**config.mk**
```make
export PLATFORM = sky130hd
export DESIGN_NAME = mtdt_cell
export DESIGN_NICKNAME = d
export VERILOG_FILES = /design/src/rtl/multi_timer_deadline_table_macros.svh /design/src/rtl/mtdt_pkg.sv /design/src/rtl/mtdt_cell.sv
export SDC_FILE = /design/constraint.sdc
export NUM_CORES = 1
export LEC_CHECK = 0
export ABC_CLOCK_PERIOD_IN_PS = 8300
export BUFFER_PORTS_ARGS = -buffer_cell sky130_fd_sc_hd__buf_2
export CAP_MARGIN = 20
export CORE_MARGIN = 1.5
export CORE_UTILIZATION = 25
export DETAILED_ROUTE_END_ITERATION = 6
export GPL_TIMING_DRIVEN = 0
export PLACE_DENSITY_LB_ADDON = 0.1
export SETUP_SLACK_MARGIN = 0.2
export SLEW_MARGIN = 20
export SYNTH_ARGS = -nofsm -noshare
export SYNTH_HDL_FRONTEND = slang
export SYNTH_SLANG_ARGS = --single-unit
```
**constraint.sdc**
```tcl
create_clock -name clk -period 8.3 [get_ports clk]
set_clock_uncertainty 0.05 [all_clocks]
set_input_delay 0.83 -clock clk [delete_from_list [all_inputs] [get_ports clk]]
set_output_delay 0.83 -clock clk [all_outputs]
set_load 0.05 [all_outputs]
```
**src/rtl/multi_timer_deadline_table_macros.svh**
```systemverilog
// ----------------------------------------------------------------------------
// multi_timer_deadline_table_macros
// Assertion macros for the timer table.
// ----------------------------------------------------------------------------
`ifndef MULTI_TIMER_DEADLINE_TABLE_MACROS_SVH
`define MULTI_TIMER_DEADLINE_TABLE_MACROS_SVH
`ifndef NO_ASSERTIONS
// Checked only outside reset.
`define MTDT_ASSERT(lbl, prop, msg) \
  lbl: assert property (@(posedge clk) disable iff (!rst_n) prop) else $error(msg);
// Checked at every edge, reset included.
`define MTDT_ASSERT_ALWAYS(lbl, prop, msg) \
  lbl: assert property (@(posedge clk) prop) else $error(msg);
`else
`define MTDT_ASSERT(lbl, prop, msg)
`define MTDT_ASSERT_ALWAYS(lbl, prop, msg)
`endif
`endif

```
**src/rtl/mtdt_pkg.sv**
```systemverilog
// ----------------------------------------------------------------------------
// mtdt_pkg
// Types, codes and helpers shared by the timer table cells and the top level.
// ----------------------------------------------------------------------------
package mtdt_pkg;

  localparam int SLOTS_DEF   = 16;
  localparam int MAX_RESULTS = 16;

  typedef enum logic [2:0] {
    OP_ADD_ONE = 3'd0,
    OP_ADD_PER = 3'd1,
    OP_REMOVE  = 3'd2,
    OP_QUERY   = 3'd3,
    OP_TICK    = 3'd4
  } op_t;

  typedef enum logic [2:0] {
    ST_OK      = 3'd0,
    ST_FULL    = 3'd1,
    ST_NO_TMR  = 3'd2,
    ST_FIRED   = 3'd3,
    ST_NONE    = 3'd4
  } status_t;

  // Operation token that walks the row of cells.
  typedef struct packed {
    logic               vld;
    logic [2:0]         op;
    logic [31:0]        now;
    logic [31:0]        dly;
    logic [31:0]        per;
    logic [3:0]         tgt;
    logic signed [32:0] req;
    logic               done;
    logic [3:0]         hit;
    logic [4:0]         nfire;
  } pkt_t;

  // Fire report from a cell.
  typedef struct packed {
    logic       fire;
    logic [3:0] id;
  } fire_t;

  function automatic logic [31:0] sat_add(input logic [31:0] a, input logic [31:0] b);
    logic [32:0] s;
    s = {1'b0, a} + {1'b0, b};
    return s[32] ? 32'hFFFF_FFFF : s[31:0];
  endfunction

endpackage

```
**src/rtl/mtdt_cell.sv**
```systemverilog
// ----------------------------------------------------------------------------
// mtdt_cell
// One timer slot. Applies the passing token to its slot and hands it on.
// ----------------------------------------------------------------------------
module mtdt_cell
  import mtdt_pkg::*;
#(
  parameter int IDX = 0
) (
  input  logic  clk,
  input  logic  rst_n,
  input  logic  adv,
  input  pkt_t  pkt_in,
  output pkt_t  pkt_out,
  output fire_t fire_o
);

  localparam logic [31:0] IDX_W = 32'(IDX);

  logic        active_r, active_nxt;
  logic        periodic_r, periodic_nxt;
  logic [31:0] dl_r, dl_nxt;
  logic [31:0] per_r, per_nxt;
  pkt_t        pkt_r, pkt_nxt;

  logic signed [32:0] rem;
  logic [31:0]        reload;

  // slot update for the token in this cell
  always_comb begin
    active_nxt   = active_r;
    periodic_nxt = periodic_r;
    dl_nxt       = dl_r;
    per_nxt      = per_r;
    pkt_nxt      = pkt_in;
    fire_o       = '0;
    rem          = (dl_r > pkt_in.now) ? $signed({1'b0, dl_r - pkt_in.now}) : 33'sd0;
    reload       = sat_add(dl_r, per_r);
    if (reload <= pkt_in.now) begin
      reload = sat_add(pkt_in.now, per_r);
    end
    if (pkt_in.vld) begin
      case (pkt_in.op)
        OP_ADD_ONE, OP_ADD_PER: begin
          if (!pkt_in.done && !active_r) begin
            active_nxt   = 1'b1;
            periodic_nxt = (pkt_in.op == OP_ADD_PER);
            dl_nxt       = sat_add(pkt_in.now, pkt_in.dly);
            per_nxt      = (pkt_in.op == OP_ADD_PER) ? pkt_in.per : 32'd0;
            pkt_nxt.done = 1'b1;
            pkt_nxt.hit  = IDX_W[3:0];
          end
        end
        OP_REMOVE: begin
          if (({28'd0, pkt_in.tgt} == IDX_W) && active_r) begin
            active_nxt   = 1'b0;
            periodic_nxt = 1'b0;
            pkt_nxt.done = 1'b1;
          end
        end
        OP_QUERY: begin
          if (active_r && (pkt_in.req < 0 || rem < pkt_in.req)) begin
            pkt_nxt.req = rem;
          end
        end
        OP_TICK: begin
          if (active_r && pkt_in.now >= dl_r && pkt_in.nfire < 5'(MAX_RESULTS)) begin
            fire_o.fire   = 1'b1;
            fire_o.id     = IDX_W[3:0];
            pkt_nxt.nfire = pkt_in.nfire + 5'd1;
            if (!periodic_r) begin
              active_nxt = 1'b0;
            end else begin
              dl_nxt = reload;
            end
          end
        end
        default: begin
        end
      endcase
    end
  end

  always_ff @(posedge clk) begin
    if (!rst_n) begin
      active_r   <= 1'b0;
      periodic_r <= 1'b0;
      pkt_r.vld  <= 1'b0;
    end else if (adv) begin
      active_r   <= active_nxt;
      periodic_r <= periodic_nxt;
      pkt_r      <= pkt_nxt;
    end
  end

  // slot payload, no reset
  always_ff @(posedge clk) begin
    if (adv) begin
      dl_r  <= dl_nxt;
      per_r <= per_nxt;
    end
  end

  assign pkt_out = pkt_r;

endmodule

```
======== After elaboration in Yosys (flattened, before gate mapping) ========
Index checks and enable logic that the tools add are counted.
word-level totals
  bits in registers ....................... 213
  input port bits ......................... 150
  output and inout bits ................... 152
  logic and storage cells ................. 81
cells by class
  add/sub/neg operators ................... 5
  $lt $le $gt $ge ......................... 6
  equal/unequal tests ..................... 9
  muxes and demuxes ....................... 28
  reductions and logical operators ........ 19
operator list
  operator                                             number
  2-to-1 mux 32 bit                                    8
  adder 32 x 32 -> 33 bit                              3
  2-to-1 mux 33 bit                                    2
  case mux 32 bit (2 select lines)                     1
  2-to-1 mux 43 bit                                    1
  < comparator 33 x 1 -> 1 bit, second input constant  1
  < comparator 33 bit                                  1
  greater-or-equal comparator 32 bit                   1
  greater-than comparator 32 bit                       1
  less-or-equal comparator 32 bit                      1
  subtractor 32 bit                                    1
  2-to-1 mux 5 bit                                     6
  != test 2 bit, second input constant                 5
  AND reduction 7 bit                                  1
  == test 3 x 2 -> 1 bit, second input constant        2
  2-to-1 mux 1 bit                                     6
  AND reduction 6 bit                                  1
  adder 5 x 1 -> 5 bit, second input constant          1
  logical AND 1 bit                                    5
  < comparator 5 bit, second input constant            1
  AND reduction 5 bit                                  1
  logical NOT 4 bit                                    1
  2-to-1 mux 4 bit                                     1
  case mux 1 bit (2 select lines)                      2
  11 further kinds                                     13

======== Logic depth before layout (Yosys ltp) ========
  depth in word-level cells ............... 8
  gate-level depth with buffers ........... 25

======== Least setup slack after synthesis ========
No wires, ideal clock.
  path kind ............................... input to register
  start point ............................. in pkt_in[111] (netlist name)
  end point ............................... reg dl_r[0] (enable)
  data arrival time ....................... 5.448 ns
  path slack .............................. 2.332 ns
  stages on the path ...................... 14
  path buffers ............................ 2
  cell sequence ........................... ha_1 > inv_1 > fa_1 > a21o_1 > a21o_1 > a21oi_1 > o22ai_2 > o21ai_2 > nand3_1 > nand2_1 > buf_4 > buf_4 > nand4b_1 > a211oi_1
between the ends
  word-level cells in the longest chain between the ends .. 5
ends and longest elaborated chain
  element                             RTL line         source
  start, declared                     mtdt_cell.sv:13  input pkt_t pkt_in,
  greater-or-equal comparator 32 bit  mtdt_cell.sv:67  if (active_r && pkt_in.now >= dl_r && pkt_in.nfire < 5'(MAX_RESULTS)) begin
  logical AND 1 bit (2 in series)     mtdt_cell.sv:67
  != test 2 bit (no line)             --
  AND reduction 6 bit (no line)       --
  end signal, assigned                mtdt_cell.sv:99  dl_r <= dl_nxt;
  end, declared                       mtdt_cell.sv:22  logic [31:0] dl_r, dl_nxt;
No other way between the ends.
A chain may end at the register's enable or synchronous reset.

======== Final worst setup path ========
  start point ............................. reg per_r[0]
  end point ............................... reg dl_r[11] (data pin)
between the ends
  word-level cells in the longest chain between the ends .. 7
  elaborated cells on any way between the ends .. 9
  classes of those cells .................. add/sub (2); order compare (1); mux (6)
ends and longest elaborated chain
  element                             RTL line          source
  start, declared                     mtdt_cell.sv:23   logic [31:0] per_r, per_nxt;
  start signal, assigned              mtdt_cell.sv:100  per_r <= per_nxt;
  adder 32 x 32 -> 33 bit             mtdt_pkg.sv:48    s = {1'b0, a} + {1'b0, b};
  2-to-1 mux 32 bit                   mtdt_pkg.sv:49    return s[32] ? 32'hFFFF_FFFF : s[31:0];
  less-or-equal comparator 32 bit     mtdt_cell.sv:39   if (reload <= pkt_in.now) begin
  2-to-1 mux 32 bit *                 mtdt_cell.sv:39
  2-to-1 mux 32 bit *                 mtdt_cell.sv:71   if (!periodic_r) begin
  2-to-1 mux 32 bit *                 mtdt_cell.sv:67
  case mux 32 bit (2 select lines) *  mtdt_cell.sv:43   case (pkt_in.op)
Mark *: on every way between the ends. The rest lies on a longest branch, timed or not. The select of a mux whose other input is x is not followed.

==> impl_metrics.env <==
export IMPL_outcome="finished clean"
export IMPL_crit_reg2reg_launch="per_r[0]"
export IMPL_grt_remaining_overflow=0
export IMPL_grt_max_degree=53
export IMPL_cp_cell_sequence="ha_1 > fa_1 > a211oi_1 > o21ai_0 > o211ai_1 > a211oi_2 > nor3_1 > o21ba_2 > clkbuf_1 > clkbuf_1 > nand2_1 > ha_1 > a211o_1 > o211ai_1 > a21oi_1 > o41a_1 > o21ai_1 > o211ai_4 > or2_4 > buf_6 > o22ai_1 > a31oi_1"
export IMPL_clkLatencyLatePin_ns=0.58
export IMPL_cts_resized=0
export IMPL_die_h_um=260
export IMPL_setup_violations=0
export IMPL_critPathTopFamily="compound AO/OA/AOI/OAI gates"
export IMPL_p_clk_frac=0.360
export IMPL_rsz0062_at_grt="no"
export IMPL_gp_congestion=0.862
export IMPL_synth_area_per_cell_um2=9.91
export IMPL_core_area_mm2=0.0656
export IMPL_io_pins=302
export IMPL_crit_path_end_kind="flip-flop"
export IMPL_htree_num_levels=1
export IMPL_cpPeakStageDelay_ns=0.81
export IMPL_clkSinkCount=213
export IMPL_synth_main_ff_cell="edfxtp_1"
export IMPL_p_per_area_mw_per_mm2=170
export IMPL_stdcell_count=2890
export IMPL_postRouteAntennaNets=0
export IMPL_cp_slowest_cell="o21ai_1"
export IMPL_initial_core_util=0.252
export IMPL_grt_pass1_vias=14300
export IMPL_yosysTopAreaCell="edfxtp_1"
export IMPL_fin_nets=2351
export IMPL_routed_wl_mm=57.1
export IMPL_n_antenna_cell=0
export IMPL_finish_utilization=0.307
export IMPL_hold_viol_final=0
export IMPL_fin_hold_ws_ns=0.389
export IMPL_p_sw_frac=0.332
export IMPL_cts_buffer_depth=3
export IMPL_track_usage=0.165
export IMPL_layout_drive_gt1_share=0.213
export IMPL_synth_edf_count=210
export IMPL_startpoint="per_r[0]"
export IMPL_p_leak_uw=0.00846
export IMPL_cts_made_buffers=29
export IMPL_crit_fanout=10
export IMPL_synthDistinctLibCells=87
export IMPL_maxCapViolCount=0
export IMPL_drv_slew=0
export IMPL_ir_drop_uv=157
export IMPL_synthTopCellsByCount="210 x edfxtp_1, 192 x ha_1, 132 x a21oi_1"
export IMPL_synthCells=1669
export IMPL_post_dp_hpwl_mm=48.0
export IMPL_dp_cells=2838
export IMPL_worstSetupPathType="reg -> reg"
export IMPL_fp_row_count=94
export IMPL_syn_area_mm2=0.0165
export IMPL_power_frac_seq=0.368
export IMPL_fillers=6887
export IMPL_relSlewSlack=0.266
export IMPL_die_area_mm2=0.0677
export IMPL_synth_seq_area_share=0.385
export IMPL_yosysTopAreaCellShare=0.381
export IMPL_vias=13900
export IMPL_async_flop_share=0
export IMPL_die_x_um=260
export IMPL_antenna_found_initial=0
export IMPL_start_kind="flip-flop"
export IMPL_root_buffer="clkbuf_16"
export IMPL_first_pass_iters=6
export IMPL_clock_fmax_ghz=0.134
export IMPL_hold_path_class="in -> reg"
export IMPL_p_int_uw=2300
export IMPL_cts_tree="done"
export IMPL_area_delta_synth_final_pct=21.9
export IMPL_hp_start="pkt_in[62]"
export IMPL_post_cts_buffers=0
export IMPL_cts_hold_buffers=0
export IMPL_drc=0
export IMPL_vias_per_cell=4.81
export IMPL_io_buffer_count=297
export IMPL_yosysWarnings=0
export IMPL_path_clk_slew_ns=0.06
export IMPL_synth_most_common_cell="edfxtp_1"
export IMPL_tightest_slew_ns=1.10
export IMPL_combPwrFrac=0.271
export IMPL_worstPathRequired_ns=8.56
export IMPL_avgRoutedWirePerCell_um=19.8
export IMPL_p_sw_uw=1140
export IMPL_finalCriticalPeriod_ns=7.48
export IMPL_synth_area_leaders="edfxtp_1 38%, ha_1 15%, a21oi_1 4.0%"
export IMPL_period_share=0.901
export IMPL_grt_pass1_wl_mm=84.7
export IMPL_drt_iter0_drc=586
export IMPL_cp_num_buf_inv=3
export IMPL_synth_seq_cells=213
export IMPL_cp_arrival_ns=7.74
-- cell families (layout without fill, tap and decap cells) --
group                      after synthesis  after routing  synth area share
other                                    1              4          0.000227
buffers and inverters                  151            505            0.0382
DFF                                    213            213             0.385
xor gates and xnor gates                98             98            0.0519
AOI/OAI and AO/OA                      498            498             0.204
muxes                                   40             40            0.0268
and+or+nand+nor                        472            472             0.144
adders and majority gates              196            196             0.150
-- layout by cell type, fill, tap and decap left out, types with 20 or more instances in the layout --
cell | synthesis | routed
and3_1 | 52 | 52
a211oi_1 | 22 | 21
clkbuf_1 | 31 | 38
a31oi_1 | 20 | 20
nor2_1 | 99 | 98
o21ai_0 | 79 | 79
nand4_1 | 30 | 30
buf_2 | 10 | 307
a21o_1 | 62 | 62
xor2_1 | 43 | 43
nand3_1 | 27 | 27
nand2_1 | 117 | 117
o211ai_1 | 25 | 25
inv_1 | 97 | 97
nor2b_1 | 31 | 31
mux2_2 | 28 | 28
xnor2_1 | 55 | 55
nor3_1 | 38 | 38
ha_1 | 192 | 192
a21oi_1 | 132 | 132
clkbuf_16 | 0 | 29
edfxtp_1 | 210 | 210
-- power groups by stage --
| stage | logic, µW | registers [µW] | clock network, µW |
|---|---|---|---|
| 2_1_floorplan | 493 | 1450 | 0 |
| 3_3_place_gp | 930 | 1300 | 0 |
| 3_5_place_dp | 937 | 1290 | 0 |
| 4_1_cts | 941 | 1270 | 1290 |
| 5_1_grt | 1030 | 1270 | 1320 |
| 6_report | 933 | 1270 | 1240 |
-- path summary, 6_finish.rpt --
kind | to | slack (ns) | cells after the start
setup / recovery | dl_r[11] | 0.82 | 22
hold / removal | pkt_out[62] | 0.39 | 1
setup reg to reg | dl_r[11] | 0.82 | 22
hold reg to reg | pkt_out[146] | 0.47 | 2
-- metrics by stage --
stage	setup WS [ns]	total power, µW	instance area [µm²]	TNS [ns]
floorplan	2.33	1940	16600	0
global placement	-0.380	2220	19100	-11.97
detailed placement	0.735	2230	19200	0
CTS	0.717	3500	20200	0
global route	0.455	3620	20200	0
finish	0.823	3440	20200	0
-- sequential cells by signal, summed over array words and instances (netlist names) --
name / flops
active_r: 1
dl_r: 32
per_r: 32
periodic_r: 1
pkt_out: 147
-- routing by layer --
metal | wire, µm | global-route usage | up-vias
met5 | 0 | 0 | -
met4 | 1620 | 0.0501 | 0
met3 | 2490 | 0.0219 | 67
met2 | 25400 | 0.268 | 329
met1 | 27600 | 0.227 | 6486
li1 | - | - | 7032
-- layout make-up --
cell class / instances / area, µm² / area share
clock buffer: 36 / 752 / 0.0373
tap: 864 / 1080 / 0.0536
multi-input combinational: 1308 / 9580 / 0.475
timing repair buffer: 302 / 1590 / 0.0787
clock inverter: 16 / 174 / 0.00862
sequential: 213 / 6370 / 0.316
inverter: 98 / 368 / 0.0182
buffer: 53 / 264 / 0.0131
(Power assumes the default switching activity.)
